### src/rtl/rrtp_pkg.sv
`timescale 1ns / 1ps

package rrtp_pkg;

    localparam int MAX_TEXT_BYTES  = 63;
    localparam int MIN_FRAME_BYTES = 5;
    localparam int BYTE_COUNT_W    = $clog2(MAX_TEXT_BYTES + 1);

    localparam int KEY_MAX = 6;
    localparam int PROG_W  = $clog2(KEY_MAX + 1);

    typedef logic [KEY_MAX-1:0][7:0] key_t;

    // Element zero holds the first character of the key.
    localparam key_t STATE_KEY = {8'h3A, 8'h65, 8'h74, 8'h61, 8'h74, 8'h53};
    localparam key_t DIST_KEY  = {8'h00, 8'h00, 8'h00, 8'h00, 8'h3A, 8'h64};
    localparam logic [PROG_W-1:0] STATE_KEY_LEN = PROG_W'(6);
    localparam logic [PROG_W-1:0] DIST_KEY_LEN  = PROG_W'(2);

    localparam logic [2:0] PH_IDLE   = 3'd0;
    localparam logic [2:0] PH_SKIP   = 3'd1;
    localparam logic [2:0] PH_SIGN   = 3'd2;
    localparam logic [2:0] PH_DIGITS = 3'd3;
    localparam logic [2:0] PH_OK     = 3'd4;
    localparam logic [2:0] PH_FAIL   = 3'd5;

    localparam logic [31:0] MAG_CAP = 32'h8000_0000;
    localparam logic [31:0] POS_MAX = 32'h7FFF_FFFF;

    typedef struct packed {
        logic step;
        logic clear;
    } rrtp_ctrl_t;

    typedef struct packed {
        logic        ok;
        logic [31:0] value;
    } rrtp_num_t;

endpackage

### src/rtl/rrtp_if.sv
`timescale 1ns / 1ps

interface rrtp_in_if;
    logic       valid;
    logic       ready;
    logic [7:0] rx_byte;
    logic       frame_last;

    modport source (output valid, output rx_byte, output frame_last, input ready);
    modport sink (input valid, input rx_byte, input frame_last, output ready);
endinterface

interface rrtp_out_if;
    logic        valid;
    logic        ready;
    logic        updated;
    logic [31:0] range_dist;
    logic [7:0]  range_state;

    modport source (output valid, output updated, output range_dist, output range_state,
                    input ready);
    modport sink (input valid, input updated, input range_dist, input range_state,
                  output ready);
endinterface

### src/rtl/rrtp_matcher.sv
`timescale 1ns / 1ps

module rrtp_matcher
(
    input  logic                        clk,
    input  logic                        rst_n,
    input  rrtp_pkg::rrtp_ctrl_t        ctrl,
    input  logic [7:0]                  c,
    input  rrtp_pkg::key_t              key,
    input  logic [rrtp_pkg::PROG_W-1:0] key_len,
    output rrtp_pkg::rrtp_num_t         num
);

    logic [rrtp_pkg::PROG_W-1:0] prog_reg;
    logic [rrtp_pkg::PROG_W-1:0] prog_next;
    logic [2:0]                  phase_reg;
    logic [2:0]                  phase_next;
    logic [31:0]                 acc_reg;
    logic [31:0]                 acc_next;
    logic                        neg_reg;
    logic                        neg_next;

    always_comb
    begin
        logic       digit;
        logic       space;
        logic       take;
        logic [7:0] key_char;
        logic [35:0] mag;

        prog_next  = prog_reg;
        phase_next = phase_reg;
        acc_next   = acc_reg;
        neg_next   = neg_reg;
        take       = 1'b0;
        digit      = (c >= 8'h30) && (c <= 8'h39);
        space      = (c == 8'h20) || ((c >= 8'h09) && (c <= 8'h0D));
        key_char   = 8'h00;
        for (int i = 0; i < rrtp_pkg::KEY_MAX; i++)
        begin
            if (prog_reg == rrtp_pkg::PROG_W'(i))
            begin
                key_char = key[i];
            end
        end
        mag = {1'b0, acc_reg, 3'b000} + {3'b000, acc_reg, 1'b0} + {32'd0, c[3:0]};

        if (ctrl.step)
        begin
            if (phase_reg == rrtp_pkg::PH_IDLE)
            begin
                if ((prog_reg < key_len) && (c == key_char))
                begin
                    prog_next = prog_reg + rrtp_pkg::PROG_W'(1);
                end
                else
                begin
                    prog_next = (c == key[0]) ? rrtp_pkg::PROG_W'(1) : '0;
                end
                if (prog_next >= key_len)
                begin
                    phase_next = rrtp_pkg::PH_SKIP;
                end
            end
            else
            begin
                case (phase_reg)
                    rrtp_pkg::PH_SKIP:
                    begin
                        if (space)
                        begin
                            take = 1'b0;
                        end
                        else if ((c == 8'h2B) || (c == 8'h2D))
                        begin
                            neg_next   = (c == 8'h2D);
                            phase_next = rrtp_pkg::PH_SIGN;
                        end
                        else
                        begin
                            take = 1'b1;
                        end
                    end
                    rrtp_pkg::PH_SIGN:
                    begin
                        take = 1'b1;
                    end
                    rrtp_pkg::PH_DIGITS:
                    begin
                        if (!digit)
                        begin
                            phase_next = rrtp_pkg::PH_OK;
                        end
                        else
                        begin
                            take = 1'b1;
                        end
                    end
                    default:
                    begin
                        take = 1'b0;
                    end
                endcase
                if (take)
                begin
                    if (!digit)
                    begin
                        phase_next = rrtp_pkg::PH_FAIL;
                    end
                    else
                    begin
                        acc_next   = (mag > {4'd0, rrtp_pkg::MAG_CAP}) ?
                                     rrtp_pkg::MAG_CAP : mag[31:0];
                        phase_next = rrtp_pkg::PH_DIGITS;
                    end
                end
            end
        end
    end

    // The result reflects the state after the current byte, so the frame's last byte counts.
    always_comb
    begin
        num.ok = (phase_next == rrtp_pkg::PH_DIGITS) || (phase_next == rrtp_pkg::PH_OK);
        if (neg_next)
        begin
            num.value = 32'd0 - acc_next;
        end
        else
        begin
            num.value = acc_next[31] ? rrtp_pkg::POS_MAX : acc_next;
        end
    end

    always_ff @(posedge clk or negedge rst_n)
    begin
        if (!rst_n)
        begin
            prog_reg  <= '0;
            phase_reg <= rrtp_pkg::PH_IDLE;
            acc_reg   <= '0;
            neg_reg   <= 1'b0;
        end
        else if (ctrl.clear)
        begin
            prog_reg  <= '0;
            phase_reg <= rrtp_pkg::PH_IDLE;
            acc_reg   <= '0;
            neg_reg   <= 1'b0;
        end
        else
        begin
            prog_reg  <= prog_next;
            phase_reg <= phase_next;
            acc_reg   <= acc_next;
            neg_reg   <= neg_next;
        end
    end

    assert property (@(posedge clk) disable iff (!rst_n)
        (acc_reg <= rrtp_pkg::MAG_CAP))
        else $error("Number magnitude exceeded its saturation cap.");

    assert property (@(posedge clk) disable iff (!rst_n)
        ctrl.clear |=> (phase_reg == rrtp_pkg::PH_IDLE) && (prog_reg == '0))
        else $error("Matcher did not return to idle after the frame ended.");

    assert property (@(posedge clk) disable iff (!rst_n)
        (phase_reg == rrtp_pkg::PH_IDLE) |-> (acc_reg == '0) && !neg_reg)
        else $error("Number state changed before the key was found.");

endmodule

### src/rtl/range_report_text_parser_core.sv
`timescale 1ns / 1ps

// Parses range reports one byte per item. A byte is captured in the input register, and the
// matcher update runs between it and the result register, so a frame's result is loaded into
// the result register as its last byte leaves the input register. A new byte is accepted in
// every clock cycle unless the result register holds the input side back, which only it can:
// a frame's last byte waits while a previous result has not been taken; others always pass.
module range_report_text_parser_core
(
    input logic        clk,
    input logic        rst_n,
    rrtp_in_if.sink    rx,
    rrtp_out_if.source result
);

    logic                              s1_valid_reg;
    logic [7:0]                        s1_byte_reg;
    logic                              s1_last_reg;
    logic                              advance;
    logic                              fire;
    logic                              frame_end;
    logic                              in_text;
    logic [rrtp_pkg::BYTE_COUNT_W-1:0] byte_count_reg;
    logic [rrtp_pkg::BYTE_COUNT_W-1:0] byte_count_next;
    logic                              text_ended_reg;
    logic                              text_ended_next;
    logic                              frame_ok;
    logic [31:0]                       held_distance_reg;
    logic [7:0]                        held_state_reg;
    logic                              out_valid_reg;
    logic                              out_updated_reg;
    logic [31:0]                       out_distance_reg;
    logic [7:0]                        out_state_reg;
    rrtp_pkg::rrtp_ctrl_t              ctrl;
    rrtp_pkg::rrtp_num_t               state_num;
    rrtp_pkg::rrtp_num_t               dist_num;

    assign advance   = !s1_last_reg || !out_valid_reg || result.ready;
    assign fire      = s1_valid_reg && advance;
    assign frame_end = fire && s1_last_reg;
    assign rx.ready  = !s1_valid_reg || advance;

    assign in_text    = !text_ended_reg &&
                        (byte_count_reg < rrtp_pkg::BYTE_COUNT_W'(rrtp_pkg::MAX_TEXT_BYTES));
    assign ctrl.step  = fire && in_text && (s1_byte_reg != 8'h00);
    assign ctrl.clear = frame_end;

    assign text_ended_next = text_ended_reg || (fire && in_text && (s1_byte_reg == 8'h00));
    assign byte_count_next = (fire && (byte_count_reg <
                              rrtp_pkg::BYTE_COUNT_W'(rrtp_pkg::MAX_TEXT_BYTES))) ?
                             byte_count_reg + rrtp_pkg::BYTE_COUNT_W'(1) : byte_count_reg;

    assign frame_ok = (byte_count_next >= rrtp_pkg::BYTE_COUNT_W'(rrtp_pkg::MIN_FRAME_BYTES)) &&
                      state_num.ok && dist_num.ok &&
                      (state_num.value != 32'hFFFF_FFFF) && (dist_num.value != 32'hFFFF_FFFF);

    rrtp_matcher u_state_matcher
    (
        .clk     (clk),
        .rst_n   (rst_n),
        .ctrl    (ctrl),
        .c       (s1_byte_reg),
        .key     (rrtp_pkg::STATE_KEY),
        .key_len (rrtp_pkg::STATE_KEY_LEN),
        .num     (state_num)
    );

    rrtp_matcher u_dist_matcher
    (
        .clk     (clk),
        .rst_n   (rst_n),
        .ctrl    (ctrl),
        .c       (s1_byte_reg),
        .key     (rrtp_pkg::DIST_KEY),
        .key_len (rrtp_pkg::DIST_KEY_LEN),
        .num     (dist_num)
    );

    always_ff @(posedge clk or negedge rst_n)
    begin
        if (!rst_n)
        begin
            s1_valid_reg <= 1'b0;
        end
        else if (rx.ready)
        begin
            s1_valid_reg <= rx.valid;
        end
    end

    always_ff @(posedge clk)
    begin
        if (rx.valid && rx.ready)
        begin
            s1_byte_reg <= rx.rx_byte;
            s1_last_reg <= rx.frame_last;
        end
    end

    always_ff @(posedge clk or negedge rst_n)
    begin
        if (!rst_n)
        begin
            byte_count_reg    <= '0;
            text_ended_reg    <= 1'b0;
            held_distance_reg <= '0;
            held_state_reg    <= '0;
            out_valid_reg     <= 1'b0;
        end
        else
        begin
            if (frame_end)
            begin
                byte_count_reg <= '0;
                text_ended_reg <= 1'b0;
                out_valid_reg  <= 1'b1;
                if (frame_ok)
                begin
                    held_distance_reg <= dist_num.value;
                    held_state_reg    <= state_num.value[7:0];
                end
            end
            else
            begin
                byte_count_reg <= byte_count_next;
                text_ended_reg <= text_ended_next;
                if (result.ready)
                begin
                    out_valid_reg <= 1'b0;
                end
            end
        end
    end

    always_ff @(posedge clk)
    begin
        if (frame_end)
        begin
            out_updated_reg  <= frame_ok;
            out_distance_reg <= frame_ok ? dist_num.value : held_distance_reg;
            out_state_reg    <= frame_ok ? state_num.value[7:0] : held_state_reg;
        end
    end

    assign result.valid       = out_valid_reg;
    assign result.updated     = out_updated_reg;
    assign result.range_dist  = out_distance_reg;
    assign result.range_state = out_state_reg;

    assert property (@(posedge clk) disable iff (!rst_n)
        frame_end |=> out_valid_reg && (byte_count_reg == '0) && !text_ended_reg)
        else $error("Frame end did not load a result and clear the frame state.");

    assert property (@(posedge clk) disable iff (!rst_n)
        out_valid_reg |-> (out_distance_reg == held_distance_reg) &&
                          (out_state_reg == held_state_reg))
        else $error("Pending result differs from the held values.");

    assert property (@(posedge clk) disable iff (!rst_n)
        (s1_valid_reg && !s1_last_reg) |-> rx.ready)
        else $error("A byte that does not end a frame stalled the input.");

    assert property (@(posedge clk) disable iff (!rst_n)
        (out_valid_reg && !result.ready) |-> !frame_end)
        else $error("A result was overwritten before it was taken.");

endmodule
### src/flat_wrapper.sv
// flat-port wrapper written by rule: the top's interface ports become plain ports
module range_report_text_parser_core_flat 
  (clk, rst_n, rx_valid, rx_rx_byte, rx_frame_last, rx_ready, result_valid, result_updated, result_range_dist, result_range_state, result_ready);
  rrtp_in_if rx_i ();
  rrtp_out_if result_i ();
  input logic clk;
  input logic rst_n;
  input wire logic [$bits(rx_i.valid)-1:0] rx_valid;
  input wire logic [$bits(rx_i.rx_byte)-1:0] rx_rx_byte;
  input wire logic [$bits(rx_i.frame_last)-1:0] rx_frame_last;
  output wire logic [$bits(rx_i.ready)-1:0] rx_ready;
  output wire logic [$bits(result_i.valid)-1:0] result_valid;
  output wire logic [$bits(result_i.updated)-1:0] result_updated;
  output wire logic [$bits(result_i.range_dist)-1:0] result_range_dist;
  output wire logic [$bits(result_i.range_state)-1:0] result_range_state;
  input wire logic [$bits(result_i.ready)-1:0] result_ready;
  assign rx_i.valid = rx_valid;
  assign rx_i.rx_byte = rx_rx_byte;
  assign rx_i.frame_last = rx_frame_last;
  assign rx_ready = rx_i.ready;
  assign result_valid = result_i.valid;
  assign result_updated = result_i.updated;
  assign result_range_dist = result_i.range_dist;
  assign result_range_state = result_i.range_state;
  assign result_i.ready = result_ready;
  range_report_text_parser_core u_core (.clk(clk), .rst_n(rst_n), .rx(rx_i), .result(result_i));
endmodule
### config.mk
export PLATFORM = sky130hd
export DESIGN_NAME = range_report_text_parser_core_flat
export DESIGN_NICKNAME = d
export VERILOG_FILES = /design/src/rtl/rrtp_pkg.sv /design/src/rtl/rrtp_if.sv /design/src/rtl/rrtp_matcher.sv /design/src/rtl/range_report_text_parser_core.sv /design/src/flat_wrapper.sv
export SDC_FILE = /design/constraint.sdc
export NUM_CORES = 1
export LEC_CHECK = 0
export ABC_AREA = 1
export BUFFER_PORTS_ARGS = -buffer_cell sky130_fd_sc_hd__buf_2
export CAP_MARGIN = 40
export CORE_AREA = 2 2 280 282
export DETAILED_ROUTE_END_ITERATION = 6
export DIE_AREA = 0 0 282 284
export GPL_TIMING_DRIVEN = 0
export PLACE_DENSITY = 0.42
export SETUP_SLACK_MARGIN = 0.05
export SYNTH_ARGS = -nofsm -noshare
export SYNTH_HDL_FRONTEND = slang
export SYNTH_HIERARCHICAL = 1
export SYNTH_SLANG_ARGS = --single-unit
### constraint.sdc
create_clock -name clk -period 16.3 [get_ports clk]
set_input_delay 0.815 -clock clk [delete_from_list [all_inputs] [get_ports clk]]
set_output_delay 0.815 -clock clk [all_outputs]
set_load 0.01 [all_outputs]
==> run_results.csv <==
group,metric,value,unit
timing,fmax,144.2,MHz
critical_path,crit_start,"u_core/s1_byte_reg[3]",
critical_path,critPathMaxStageDelay,0.67,ns
clocking,clock_latency,0.47,ns
routing,drc_errors,0,
critical_path,r2r-start,"u_core/s1_byte_reg[3]",
routing,drt-initial-drc-count,1200,
cells_and_area,drive_gt1_share,7.373,%
routing,wl_per_cell,14.81,um
routing,avgViaCountPerCell,4.384,
synth,netlist_area,0.01907,sq mm
outcome,status,"finished, final reports clean",
synth,synth_cells,3090,
critical_path,reg2regPathDepth,41,
cells_and_area,antenna_cells,0,
routing,routed_wl,64.20,mm
synth,synth_top_area_cell,"nand2_1",
floorplanning,ios,56,
timing,final_max_slew_viol_count,0,
synth,ys.flop_type,"dfrtp_1",
min_path,hold_path_class,"primary input to async pin",
critical_path,cp_slowest_cell,"edfxtp_1",
clocking,cts-buffers-inserted,17,
synth,seq_area_frac_synth,24.54,%
cells_and_area,syn2layout_area_growth,13.99,%
routing,first_pass_iters,5,
clocking,cts_tree,"done",
grt,track_usage,16.27,%
grt,grt_pass1_wl,102.7,mm
clocking,post_cts_buffers,0,
clocking,clock-sinks,177,
cells_and_area,fin_area,0.02174,sq mm
synth,ys_ff_latch,177,
grt,grt_start_max_net_pins,73,
placed_design,place.detailed.hpwl,53.01,mm
timing,slew_headroom,45.81,%
placed_design,gp_congestion,0.8238,
floorplanning,start_util,24.78,%
placed_design,dpl-instance-area,0.02113,sq mm
critical_path,cp_num_cells,41,
clocking,h-tree-depth,4,
floorplanning,rows,102,
timing,final-setup-viol-count,0,
timing,hold_violations,0,
cells_and_area,mostFrequentLayoutCell,"nand2_1",
critical_path,endpoint_kind,"flip-flop",
timing,rsz0062_at_grt,"false",
critical_path,cp_data_arrival_time,7.16,ns
timing,worst_pin_slew,0.8066,ns
synth,netlist_top_cells_area,"nand2_1 (20%), dfrtp_1 (17%), ha_1 (9.8%), inv_1 (8.8%), edfxtp_1 (7.9%)",
timing,hold_slack,0.3165,ns
routing,antenna_left,0,
timing,fin_crit_sh,42.54,%
grt,overflow,0,
clocking,cts_resized,0,
timing,timing.final.crit_period,6.933,ns
pwr,ir_drop,80.11,uV
clocking,postCtsHoldBufs,0,
floorplanning,fp.dieW,282,um
pwr,p_leak,11.85,nW
critical_path,path_class,"flip-flop to flip-flop",
grt,antenna_found_initial,1,
critical_path,cp_common_cell,"nand2_1",
timing,timing.setup.tns,0,ns
routing,vias,19010,
critical_path,critPathBufInv,5,
critical_path,crit_fanout,11,
synth,netlist.area_leader.share,19.66,%
clocking,clockBufferDepth,2,
floorplanning,die_y,284,um
synth,synth_cell_type_count,59,
synth,synth_warnings,6,
cells_and_area,layout_common_cells,"nand2_1 (999), inv_1 (445), nor2_1 (305)",
run,drv_cap,0,
critical_path,crit_family,"simple AND/OR/NAND/NOR gates",
cells_and_area,nets,3449,
critical_path,required,16.53,ns
grt,grt_pass1_vias,18290,
pwr,powerDensity,71.76,mW/mm^2
synth,ys_async_sr_fraction,71.75,%
floorplanning,core,0.07696,sq mm
critical_path,startpoint_type,"flip-flop",
placed_design,io_buffers,55,
clocking,cts-root-buf,"clkbuf_16",
synth,synth_edf_count,50,
floorplanning,dieArea,0.08009,sq mm
synth,avgSynthCellArea,6.171,sq um
timing,finalClockSkew,0.02269,ns
clocking,clk_pin_slew,0.08,ns
==> final cells by class <==
cell class | instances | area, sq um
multi-input combinational | 2499 | 12680
sequential | 177 | 4679
tap | 1040 | 1301
timing repair buffer | 56 | 309.0
inverter | 452 | 1697
fill | 8769 | 55220
clock buffer | 18 | 439.2
clock inverter | 14 | 171.4
buffer | 80 | 456.7
==> metrics by stage <==
step,util (%),setup slack (ns),cells,power (mW)
after global placement,27.40,9.333,4303,1.146
after CTS,28.25,9.279,4336,1.586
final,28.25,9.367,4336,1.560
after global routing,28.25,8.744,4336,1.682
after floorplan,-,11.05,3208,0.9735
after detailed placement,27.45,9.325,4304,1.139
==> Yosys cell counts (all sizes together) (31+ instances only) <==
master  count
and2       46
nand2    1032
a21oi     119
nor2      338
inv       452
dfrtp     127
buf        48
nand3     298
nor3       31
nand4      66
o21ai     169
edfxtp     50
clkbuf     32
ha        149
==> where the power goes <==
part / switching [mW] / internal (mW)
Sequential: 0.0496 / 0.567
Clock: 0.220 / 0.211
Combinational: 0.330 / 0.183
Total: 0.599 / 0.960
==> final timing paths <==
path	to	slack [ns]
min in group clk	u_core/held_distance_reg[16]	0.48
min	u_core/u_state_matcher/acc_reg[29]	0.32
max	u_core/result.range_dist[18]	9.37
max reg2reg	u_core/result.range_dist[18]	9.37
max in group asynchronous	u_core/u_dist_matcher/acc_reg[7]	15.18
min reg2reg	u_core/held_distance_reg[16]	0.48
==> cells by family after synthesis <==
family / after synthesis / share of synthesized area (%)
buf+inv: 532 / 11.27
other cells: 2 / 0.03938
xor+xnor: 34 / 1.601
compound gates: 345 / 10.06
simple gates: 1847 / 42.29
flops: 177 / 24.54
fa+ha+maj: 153 / 10.20
==> per-layer routing <==
layer	up-vias	global-route usage [%]	part of all wire, %
li1	10210	-	-
met1	8495	23.85	52
met2	276	26.06	44
met3	32	1.540	2.8
met4	0	2.553	0.81
met5	-	0	0
(Power assumes the default switching activity.)
